`config.mk`:
```
export PLATFORM = sky130hd
export DESIGN_NAME = dtps_ctrl
export DESIGN_NICKNAME = d
export VERILOG_FILES = /design/src/rtl/core/dtps_pkg.sv /design/src/rtl/core/dtps_ctrl.sv
export SDC_FILE = /design/constraint.sdc
export NUM_CORES = 1
export LEC_CHECK = 0
export BUFFER_PORTS_ARGS = -buffer_cell sky130_fd_sc_hd__buf_4
export CORE_MARGIN = 5
export CORE_UTILIZATION = 51
export CTS_BUF_LIST = sky130_fd_sc_hd__clkbuf_2
export DETAILED_ROUTE_END_ITERATION = 8
export GPL_TIMING_DRIVEN = 0
export PLACE_DENSITY = 0.86
export SYNTH_ARGS = -nofsm -noshare
export SYNTH_HDL_FRONTEND = slang
export SYNTH_SLANG_ARGS = --single-unit
export TNS_END_PERCENT = 5
```
`constraint.sdc`:
```
create_clock -name clk -period 3.1 [get_ports clk]
set_input_delay 0.775 -clock clk [delete_from_list [all_inputs] [get_ports clk]]
set_output_delay 0.775 -clock clk [all_outputs]
set_load 0.05 [all_outputs]
```
`src/rtl/core/dtps_pkg.sv`:
```
package dtps_pkg;

    localparam int STEP_W = 5;
    localparam int RANGE_W = 20;
    localparam logic [RANGE_W-1:0] EMPTY_RANGE = '1;
    localparam logic [29:0] GAIN_Q30 = 30'd652032874;

    typedef enum logic [1:0] {
        KIND_FRAME = 2'd0,
        KIND_PIXEL = 2'd1,
        KIND_READ  = 2'd2,
        KIND_NONE  = 2'd3
    } kind_t;

    typedef enum logic [2:0] {
        REG_SHIFT_X  = 3'd0,
        REG_SHIFT_Y  = 3'd1,
        REG_SHIFT_Z  = 3'd2,
        REG_SKIP     = 3'd3,
        REG_GND_SLP  = 3'd4,
        REG_GND_BAND = 3'd5,
        REG_VIEW_SLP = 3'd6,
        REG_NEAR     = 3'd7
    } reg_idx_t;

    typedef enum logic [3:0] {
        ST_CLEAR,
        ST_IDLE,
        ST_MUL,
        ST_TEST1,
        ST_TEST2,
        ST_PATH,
        ST_CORDIC,
        ST_GAIN,
        ST_RANGE,
        ST_BIN,
        ST_LOOK,
        ST_MERGE,
        ST_READ,
        ST_RESULT
    } state_t;

    typedef struct packed {
        logic              accept;
        logic              clr_en;
        logic              mul_en;
        logic              test1_en;
        logic              test2_en;
        logic              path_en;
        logic              cordic_en;
        logic              gain_en;
        logic              range_en;
        logic              bin_en;
        logic              rd_en;
        logic              merge_en;
        logic              out_load;
        logic [STEP_W-1:0] step;
    } dp_cmd_t;

    typedef struct packed {
        kind_t in_kind;
        logic  in_take;
        logic  clr_last;
        logic  drop;
        logic  x_pos;
        logic  axis;
        logic  bin_ok;
        logic  out_busy;
    } dp_status_t;

    // atan(2^-i) in units of pi/2^31
    function automatic logic signed [31:0] arc_step(input logic [STEP_W-1:0] i);
        logic signed [31:0] v;
        unique case (i)
            5'd0:  v = 32'sd536870912;
            5'd1:  v = 32'sd316933406;
            5'd2:  v = 32'sd167458907;
            5'd3:  v = 32'sd85004756;
            5'd4:  v = 32'sd42667331;
            5'd5:  v = 32'sd21354465;
            5'd6:  v = 32'sd10679838;
            5'd7:  v = 32'sd5340245;
            5'd8:  v = 32'sd2670163;
            5'd9:  v = 32'sd1335087;
            5'd10: v = 32'sd667544;
            5'd11: v = 32'sd333772;
            5'd12: v = 32'sd166886;
            5'd13: v = 32'sd83443;
            5'd14: v = 32'sd41722;
            5'd15: v = 32'sd20861;
            5'd16: v = 32'sd10430;
            5'd17: v = 32'sd5215;
            5'd18: v = 32'sd2608;
            5'd19: v = 32'sd1304;
            5'd20: v = 32'sd652;
            5'd21: v = 32'sd326;
            5'd22: v = 32'sd163;
            5'd23: v = 32'sd81;
            default: v = 32'sd0;
        endcase
        return v;
    endfunction

endpackage

```
`src/rtl/core/dtps_ctrl.sv`:
```
module dtps_ctrl
    import dtps_pkg::*;
#(
    parameter int CORDIC_STEPS = 16
) (
    input  logic       clk,
    input  logic       rst_n,
    input  logic       s_tvalid,
    output logic       s_tready,
    input  dp_status_t status,
    output dp_cmd_t    cmd
);

    state_t            state_reg, state_next;
    logic [STEP_W-1:0] step_reg, step_next;

    always_ff @(posedge clk or negedge rst_n)
    begin
        if (!rst_n)
        begin
            state_reg <= ST_CLEAR;
            step_reg  <= '0;
        end
        else
        begin
            state_reg <= state_next;
            step_reg  <= step_next;
        end
    end

    always_comb
    begin
        state_next = state_reg;
        unique case (state_reg)
            ST_CLEAR:
                if (status.clr_last) state_next = ST_IDLE;
            ST_IDLE:
                if (s_tvalid)
                begin
                    unique case (status.in_kind)
                        KIND_FRAME: state_next = ST_CLEAR;
                        KIND_PIXEL: state_next = status.in_take ? ST_MUL : ST_IDLE;
                        KIND_READ:  state_next = ST_READ;
                        default:    state_next = ST_IDLE;
                    endcase
                end
            ST_MUL:
                if (step_reg == STEP_W'(2)) state_next = ST_TEST1;
            ST_TEST1:
                state_next = ST_TEST2;
            ST_TEST2:
                state_next = ST_PATH;
            ST_PATH:
                priority if (status.drop) state_next = ST_IDLE;
                else if (status.x_pos)    state_next = ST_CORDIC;
                else if (status.axis)     state_next = ST_BIN;
                else                      state_next = ST_IDLE;
            ST_CORDIC:
                if (step_reg == STEP_W'(CORDIC_STEPS - 1)) state_next = ST_GAIN;
            ST_GAIN:
                state_next = ST_RANGE;
            ST_RANGE:
                state_next = ST_BIN;
            ST_BIN:
                state_next = ST_LOOK;
            ST_LOOK:
                state_next = status.bin_ok ? ST_MERGE : ST_IDLE;
            ST_MERGE:
                state_next = ST_IDLE;
            ST_READ:
                state_next = ST_RESULT;
            ST_RESULT:
                if (!status.out_busy) state_next = ST_IDLE;
            default:
                state_next = ST_IDLE;
        endcase
    end

    always_comb
    begin
        step_next = '0;
        if ((state_reg == ST_MUL || state_reg == ST_CORDIC) && state_next == state_reg)
        begin
            step_next = step_reg + STEP_W'(1);
        end
    end

    always_comb
    begin
        cmd = '0;
        cmd.step = step_reg;
        unique case (state_reg)
            ST_CLEAR:  cmd.clr_en = 1'b1;
            ST_IDLE:   cmd.accept = 1'b1;
            ST_MUL:    cmd.mul_en = 1'b1;
            ST_TEST1:  cmd.test1_en = 1'b1;
            ST_TEST2:  cmd.test2_en = 1'b1;
            ST_PATH:   cmd.path_en = 1'b1;
            ST_CORDIC: cmd.cordic_en = 1'b1;
            ST_GAIN:   cmd.gain_en = 1'b1;
            ST_RANGE:  cmd.range_en = 1'b1;
            ST_BIN:    cmd.bin_en = 1'b1;
            ST_LOOK:   cmd.rd_en = 1'b1;
            ST_MERGE:  cmd.merge_en = 1'b1;
            ST_READ:   cmd.rd_en = 1'b1;
            ST_RESULT: cmd.out_load = !status.out_busy;
            default:   cmd.step = step_reg;
        endcase
    end

    assign s_tready = cmd.accept;

endmodule

```
==> metrics.txt, run 1 <==
status finished clean; core area 1270 um^2; leakage power 0.487 nW; Total Routing Usage GR 19.6%; Worst-path clk slew roughly 0.11 ns; starting density of the core 53.2%; # resized after CTS 0; initial DRC count 24; number of flip-flops in the largest register 5; Max Cap Violations 0; WL/cell ~14 um; Critical Path Start state_reg[1]$_DFF_PN0_; Area Overhead vs Synth 39.1%; NumNets Final approximately 130; clk buf depth 2; fin worst setup slack between 0.7 and 0.8 ns; sw frac 55.8%; Final Hold Vio Count 0; pin count of the biggest net entering global routing 11; Clock Latency Late Sink 0.27 ns; Post-DRT Antenna Nets 0; layout cells sized above 1 approximately 36%; fmax 0.424 GHz; asr flop ratio synth 100%; Final Instance Count excl. Fillers ~130; total gr overflow 0; power share of the sequential group about 22%; startpoint types flop; Yosys Warn Count 0; net count after synthesis 99; height of the die 46.4 um; clock skew 0.00611 ns; worst reg2reg path depth 6; Mapped Area 674 um^2; combinational share of power approximately two thirds; syn avg cell area 8.03 um^2; Num CTS Buffers 3; Placed Cells 129; Req. time, crit path 2.32 ns; Critical Path AT 1.58 ns; vias in the first global route 659; Worst slew margin 81.0%; R2R Path Start step_reg[0]$_DFF_PN0_; Max VDD drop 0.575 mV; top_reg_cell synth dfrtp_1; vias per cell 5.53; commonest cells after routing, fill and taps aside 32 x buf_4, 15 x nor2_1, 9 x dfrtp_1; Seq/Total Area, Yosys 33.4%; TritonCTS clock tree done; Setup TNS 0 ns; fin crit period 2.36 ns; Setup Buffers After CTS 0; cts hold-fix bufs 0; Crit Path Max Fanout 10; Cell Int Power approximately 370 uW; RD Place Congestion ~0.77; drt pass-1 iters 4; Residual DRC 0; final-report setup violation count 0; Max H-tree Level 1; HP Class in -> async; ant diodes 0; CP Capture Type output port; number of core rows 13; die area 2150 um^2; Vias 736; # clock sinks 9; Cell variety after synth 31; I/O pin count 31; critical path type reg -> out; WL final 1.85 mm; net switching power 461 uW; PD cells 881 nW/um^2; DPL Wire Length 1.44 mm; most common cell after layout, fill and taps aside buf_4; initial antenna violation count 0; IO buf count 30; RSZ-0062 raised after global routing no; die span in x 46.4 um; Max Slew Vio Count 0; Tcrit/Tclk final 76.0%; FF+latch count, synth 9; Syn Inst Count between 80 and 90; number of synthesized flops with an enable pin 0; DP Worst Slack slightly above 1 ns; power share of the clock group 10.0%; first-pass GRT wire length 2.91 mm; Root Buffer clkbuf_2; Slew @ Worst Pin 0.281 ns
[routing by layer]
layer  part of all wire [%]  global-route usage, %
met5                      0                      0
met4                    1.7                   10.2
met3                    5.8                   3.52
met2                     51                   31.6
met1                     41                   24.5
[path summary, 6_finish.rpt]
check / slack, ns / to
min reg2reg: 0.52 / step_reg[0]$_DFF_PN0_
min: 0.31 / step_reg[3]$_DFF_PN0_
min in group clk: 0.52 / step_reg[0]$_DFF_PN0_
max in group asynchronous: 2.65 / step_reg[4]$_DFF_PN0_
max: 0.74 / cmd[14]
max reg2reg: 1.31 / state_reg[0]$_DFF_PN0_
[area by class of cell]
type	instances	area [um^2]
clock buffers	4	20.0
repair buffers	30	225
plain buffers	5	30.0
flip-flops and latches	9	225
inverters	5	18.8
well taps	15	18.8
fillers	97	330
multi-input cells	65	400
[per-stage QoR]
stage	hold WS [ns]	util (%)	instance area [um^2]	power (mW)
global placement	0.509	72.4	918	0.733
CTS	0.300	74.0	938	0.827
global route	0.296	74.0	938	0.876
detailed placement	0.513	72.4	918	0.744
floorplan	0.479	-	674	0.592
finish	0.306	74.0	938	0.826
[logic make-up after synthesis]
group / Yosys count / synth area share (%)
multiplexers: 1 / 1.48
buffers and inverters: 10 / 7.23
AND/OR/NAND/NOR: 43 / 32.5
AO/OA/AOI/OAI: 15 / 16.0
flip-flops: 9 / 33.4
XOR/XNOR: 3 / 3.90
adder cells (fa/ha/maj): 3 / 5.57
[worst max-delay path: stages (launching register included)]
cell and delay [ns]:
dfrtp_1 0.45, buf_2 0.25, nand2_1 0.13, nor3_1 0.23, buf_4 0.25
[cell usage after synthesis, types with 2 or more instances]
library cell	number	area, um^2
a21oi_1	4	20.0
a41oi_1	2	17.5
and3_1	3	18.8
buf_2	3	15.0
buf_4	2	15.0
dfrtp_1	9	225
ha_1	3	37.5
inv_1	4	15.0
nand2_1	4	15.0
nand2b_1	5	31.3
nor2_1	15	56.3
nor2b_1	2	12.5
nor3_1	7	35.0
nor4_1	2	12.5
o31ai_1	2	15.0
xor2_1	2	17.5
[power by group through the flow]
| stage | clock, mW | combinational [mW] | sequential [mW] |
|---|---|---|---|
| after floorplan | 0 | 0.404 | 0.188 |
| after global placement | 0 | 0.553 | 0.180 |
| after detailed placement | 0 | 0.562 | 0.182 |
| after CTS | 0.0841 | 0.564 | 0.179 |
| after global routing | 0.0893 | 0.601 | 0.186 |
| final | 0.0826 | 0.564 | 0.180 |
(Power assumes the default switching activity.)
==> run 2, diff against run 1 <==
--- a/config.mk
+++ b/config.mk
@@ -5,13 +5,14 @@
 export SDC_FILE = /design/constraint.sdc
 export NUM_CORES = 1
 export LEC_CHECK = 0
+export ABC_AREA = 1
 export BUFFER_PORTS_ARGS = -buffer_cell sky130_fd_sc_hd__buf_4
 export CORE_MARGIN = 5
-export CORE_UTILIZATION = 51
+export CORE_UTILIZATION = 43
 export CTS_BUF_LIST = sky130_fd_sc_hd__clkbuf_2
 export DETAILED_ROUTE_END_ITERATION = 8
 export GPL_TIMING_DRIVEN = 0
-export PLACE_DENSITY = 0.86
+export PLACE_DENSITY = 0.77
 export SYNTH_ARGS = -nofsm -noshare
 export SYNTH_HDL_FRONTEND = slang
 export SYNTH_SLANG_ARGS = --single-unit
==> constraint.sdc (replaced) <==
create_clock -name clk -period 1.9 [get_ports clk]
set_input_delay 0.475 -clock clk [delete_from_list [all_inputs] [get_ports clk]]
set_output_delay 0.475 -clock clk [all_outputs]
set_load 0.05 [all_outputs]
==> run 2 against run 1 <==
Sequential power rose by 61%. Critical path type unchanged. Sequential share of layout area decreased by 1.8 points. Register-to-register slack got worse by 1.1 ns. Combinational power grew 65%. Utilization fell by 6.6 points. Critical endpoint is now cmd[17].
==> metrics.txt, run 2 <==
Setup TNS 0 ns; synth cell count leaders 23 x nor2_1, 19 x nand2_1, 18 x inv_1, 9 x dfrtp_1, 6 x nand3_1; Cell variety after synth 22; ant diodes 0; Req. time, crit path 1.42 ns; worst reg2reg path depth 10; DPL Wire Length 1.46 mm; total gr overflow 0; slowest CP cell dfrtp_2; FF+latch count, synth 9; Worst-path clk slew 0.09 ns; layout cells sized above 1 42.4%; number of flip-flops in the largest register 5; top-count cell post-synth nor2_1; I/O pin count 31; IO buf count 30; Tcrit/Tclk final a little over nine tenths; post-synth top area cell dfrtp_1; Max VDD drop 0.820 mV; top_reg_cell synth dfrtp_1; CP Capture Type output port; initial antenna violation count 0; pin count of the biggest net entering global routing 10; Worst slew margin 77.9%; critical path cell sequence inv_4, nor2_4, inv_4, nor2_4, buf_6, buf_8; HP Class in -> async; Yosys top cell area share 32.5%; status finished clean; Final Instance Count excl. Fillers 155; RSZ-0062 raised after global routing yes; number of core rows 14; Area Overhead vs Synth 48.3%; Total Routing Usage GR between 10% and 20%; crit-path max cell delay 0.43 ns; clk buf depth 2; CP delay by family, top flip-flops; Num CTS Buffers 3; startpoint types flop; Residual DRC 0; power share of the clock group ~8.5%; Crit Path Max Fanout 4; asr flop ratio synth between 90% and 100%; Post-DRT Antenna Nets 0; leakage power a little under 0.6 nW; die span in x 50.1 um; met3 Use GR about 4.2%; starting density of the core 45.4%; fmax 0.556 GHz; power share of the sequential group 21.7%; Clock Latency Late Sink around 0.23 ns; vias in the first global route ~710; TritonCTS clock tree done; Yosys Warn Count 0; clock skew between 0.01 and 0.015 ns; Hold Slack 0.0443 ns; Mapped Area between 600 and 700 um^2; Root Buffer clkbuf_2; Crit. path cell count 6; worst reg-to-reg setup slack 0.17 ns; worst flop-to-flop path endpoint step_reg[3]$_DFF_PN0_; vias per cell 4.70; commonest cells after routing, fill and taps aside 29 x buf_4, 19 x nand2_1, 16 x inv_1, 16 x nor2_1, 8 x nor2_2; Syn Inst Count 103; Placed Cells 149; Final Hold Vio Count 0; height of the die about 50 um; Buffers & Inverters on Critical Path 4; Vias around 730; sw frac a little under three fifths; # clock sinks 9; core area 1520 um^2; met1 Use GR 15.3%; top post-synthesis cells by area dfrtp_1 33%, nor2_1 12%, nand2_1 10%; Slew @ Worst Pin 0.331 ns; critical path type reg -> out; WL/cell 10.9 um; NumNets Final 155; first-pass GRT wire length 2.81 mm; Worst Setup EP cmd[17]; syn avg cell area 6.72 um^2; R2R Path Start step_reg[0]$_DFF_PN0_; Critical Path AT 1.32 ns; Seq/Total Area, Yosys 32.5%; net count after synthesis 118; combinational share of power between 60 and 70%; most common cell after layout, fill and taps aside buf_4; number of synthesized flops with an enable pin 0; Core Util, Final about two thirds; PD cells about 1300 nW/um^2; Max Cap Violations 0; Design Power 1.33 mW; GRT Max-Usage Layer met2; fin crit period 1.80 ns; Max H-tree Level 1; Max Slew Vio Count 0; Critical Path Start state_reg[0]$_DFF_PN0_; die area 2510 um^2; initial DRC count 10; final-report setup violation count 0; net switching power 737 uW; WL final 1.69 mm; drt pass-1 iters 4; Cell Int Power 598 uW; GR Util met2 25.7%; RD Place Congestion 0.822
## run 2: changes by cell type in the layout (fill, tap and decap cells not counted), moves of 3 or more
cell      previous run  this run
nand3_1              1         6
nor2_2               0         8
nor3_1               7         2
inv_1                4        16
buf_4               32        29
buf_6                0         3
nand2b_1             5         0
nor2_4               0         4
buf_2                3         0
a21oi_1              4         0
nand2_1              4        19
## run 2: cells by family (layout without fill, tap and decap cells)
logic type	after synthesis	after routing	share of synthesized area, %
AO/OA/AOI/OAI	6	6	5.97
XOR/XNOR	2	2	2.53
adder cells (fa/ha/maj)	3	3	5.43
buffers and inverters	22	58	12.5
flip-flops	9	9	32.6
AND/OR/NAND/NOR	61	61	41.0
## run 2: worst min-delay path by stage
stage	from	to	slack, ns	cells after the start
6_report	rst_n	step_reg[2]$_DFF_PN0_	0.04	1
4_1_cts	rst_n	step_reg[1]$_DFF_PN0_	0.04	1
5_1_grt	rst_n	step_reg[1]$_DFF_PN0_	0.03	1
2_1_floorplan	rst_n	state_reg[0]$_DFF_PN0_	0.18	0
3_5_place_dp	rst_n	step_reg[1]$_DFF_PN0_	0.30	1
3_3_place_gp	rst_n	step_reg[1]$_DFF_PN0_	0.30	1
## run 2: area by class of cell
class	instances	area, um^2
Tap cell	16	20.0
Sequential cell	9	228
Timing Repair Buffer	32	255
Multi-Input combinational cell	72	408
Fill cell	132	498
Inverter	21	83.8
Clock buffer	4	20.0
Buffer	1	11.3
## run 2: through the flow
stage | cell area [um^2] | worst slack [ns]
3_5_place_dp | 937 | 0.152
2_1_floorplan | 692 | 0.0103
4_1_cts | 966 | 0.00507
5_1_grt | 1030 | -0.00406
6_report | 1030 | 0.101
3_3_place_gp | 937 | 0.167
## run 2: power groups by stage
stage                     clock [mW]  combinational (mW)  sequential, mW
after global placement             0               0.824           0.272
after floorplan                    0               0.604           0.279
after global routing           0.132                1.00           0.298
after detailed placement           0               0.831           0.271
final                          0.113               0.933           0.289
after CTS                      0.117               0.844           0.272
## run 2: layer usage
layer	vias to the layer above	wire length (um)
met2	20	831
li1	388	-
met5	-	0
met4	0	0
met1	320	735
met3	0	120
## run 2: repair_timing
item,CTS,global route
pin swaps,0,3
setup endpoints to repair,3,8
hold endpoints to repair,0,0
buffers inserted,0,2
hold buffers,0,0
gates resized for setup,3,17
==> run 3, diff against run 2 <==
--- a/config.mk
+++ b/config.mk
@@ -7,7 +7,7 @@
 export LEC_CHECK = 0
 export ABC_AREA = 1
 export BUFFER_PORTS_ARGS = -buffer_cell sky130_fd_sc_hd__buf_4
-export CORE_MARGIN = 5
+export CORE_MARGIN = 4
 export CORE_UTILIZATION = 43
 export CTS_BUF_LIST = sky130_fd_sc_hd__clkbuf_2
 export DETAILED_ROUTE_END_ITERATION = 8
==> run 3 against run 2 <==
Clock skew shrank 0.0099 ns. Design area shrank 0.24%. Global-route usage grew 4.5 points. Power shrank 0.80%. Utilization grew 0.62 points. Critical path type unchanged. Largest power group unchanged.
==> metrics.txt, run 3 (synthesized netlist as in run 2, its figures left out) <==
Worst-path clk slew 0.09 ns; DP Worst Slack 0.146 ns; combinational share of power 69.6%; critical path cell sequence nor2_2, inv_1, nor2_2, nor2_2, inv_1, buf_6; IO buf count 30; Max H-tree Level 1; leakage power 0.601 nW; net switching power ~740 uW; vias in the first global route 722; CP delay by family, top flip-flops; layout cells sized above 1 42.1%; number of flip-flops in the largest register 5; final-report setup violation count 0; cts hold-fix bufs 0; fmax approximately 0.54 GHz; first-pass GRT wire length roughly 2.9 mm; critical path type reg -> out; pin count of the biggest net entering global routing 10; Total Routing Usage GR 18.2%; Layout fillers 128; most common cell after layout, fill and taps aside buf_4; slowest CP cell dfrtp_2; Req. time, crit path 1.42 ns; Max Cap Violations 0; DPL Wire Length 1.46 mm; I/O pin count 31; Placed Cells 149; startpoint types flop; die span in x between 40 and 50 um; Max VDD drop 0.956 mV; CP Capture Type output port; clock skew 0.00186 ns; power share of the sequential group 21.1%; Setup TNS 0 ns; height of the die 48.1 um; HP Class in -> async; Core Util, Final 67.9%; Residual DRC 0; core area 1510 um^2; RSZ-0062 raised after global routing yes; TritonCTS clock tree done; sw frac a little under three fifths; Clock Latency Late Sink roughly 0.24 ns; fin crit period 1.85 ns; Design Power 1.32 mW; starting density of the core 45.9%; total gr overflow 0; power share of the clock group 9.3%; PD cells 1290 nW/um^2; Slew @ Worst Pin approximately 0.32 ns; WL/cell ~12 um; vias per cell 4.95; drt pass-1 iters 4; Post-DRT Antenna Nets 0; initial antenna violation count 0; Cell Int Power 582 uW; crit-path max cell delay 0.47 ns; Worst slew margin approximately four fifths; ant diodes 0; Hold Slack between 0.03 and 0.04 ns; Root Buffer clkbuf_2; Vias 772; # clock sinks 9; status finished clean; Max Slew Vio Count 0; Tcrit/Tclk final 97.5%; Final Instance Count excl. Fillers 156; Num CTS Buffers 3; Critical Path AT 1.38 ns; number of core rows 14; NumNets Final 156; commonest cells after routing, fill and taps aside 29 x buf_4, 19 x nand2_1, 17 x nor2_1; RD Place Congestion 0.842; WL final approximately 1.9 mm; die area 2320 um^2; Most Frequent Cell on Critical Path nor2_2; Buffers & Inverters on Critical Path 3; placed cell areas 937 um^2; Final Hold Vio Count 0; Crit Path Max Fanout 5; clk buf depth 2; fin worst setup slack between 0.04 and 0.05 ns; initial DRC count 24; Area Overhead vs Synth 47.9%; design area 1020 um^2
-- run 3: cell types whose count changed in the layout (fill, tap and decap cells not counted), sizes merged --
cell | previous run | this run
buf | 33 | 34
-- run 3: power by group through the flow --
stage               logic [mW]  registers (mW)  clock network, mW
finish                   0.922           0.280              0.123
global placement         0.821           0.271                  0
global route             0.984           0.288              0.142
CTS                      0.852           0.280              0.126
detailed placement       0.829           0.274                  0
floorplan                0.604           0.279                  0
-- run 3: metal layers --
layer  GRT usage [%]  vias to the layer above  routed length, um
met5               0                        -                  0
met3            4.43                        4                 78
met4            4.84                        0                 27
li1                -                      392                  -
met2            31.7                       24                961
met1            22.4                      352                808
-- run 3: final timing paths --
kind,from,endpoint,slack (ns),cells after the start
min in group clk,status[2],state_reg[3]$_DFF_PN0_,0.51,3
hold reg to reg,step_reg[0]$_DFF_PN0_,step_reg[0]$_DFF_PN0_,0.53,1
setup reg to reg,step_reg[0]$_DFF_PN0_,step_reg[0]$_DFF_PN0_,0.14,10
hold / removal,rst_n,step_reg[2]$_DFF_PN0_,0.03,1
max in group asynchronous,rst_n,state_reg[1]$_DFF_PN0_,1.72,1
setup / recovery,state_reg[1]$_DFF_PN0_,cmd[7],0.05,6
-- run 3: cell type report --
class,count,area (um^2),share of cell area (%)
Inverter,21,78.8,7.70
Buffer,1,7.51,0.733
Timing Repair Buffer,33,270,26.4
Sequential cell,9,226,22.1
Clock buffer,4,20.0,1.96
Tap cell,16,20.0,1.96
Multi-Input combinational cell,72,400,39.1
-- run 3: repair_timing --
action                     in CTS  in global routing
setup buffers                   0                  3
setup endpoints to repair       6                 12
resized for setup               7                 10
-- run 3: worst reg2reg max path, stage by stage (launching register included) --
cell	delay (ns)
dfrtp_1	0.43
ha_1	0.24
and3_1	0.19
ha_1	0.18
nand3_1	0.08
nand2_1	0.05
inv_1	0.05
nand3_1	0.07
nor2_2	0.13
nand4_2	0.15
nor2_1	0.13
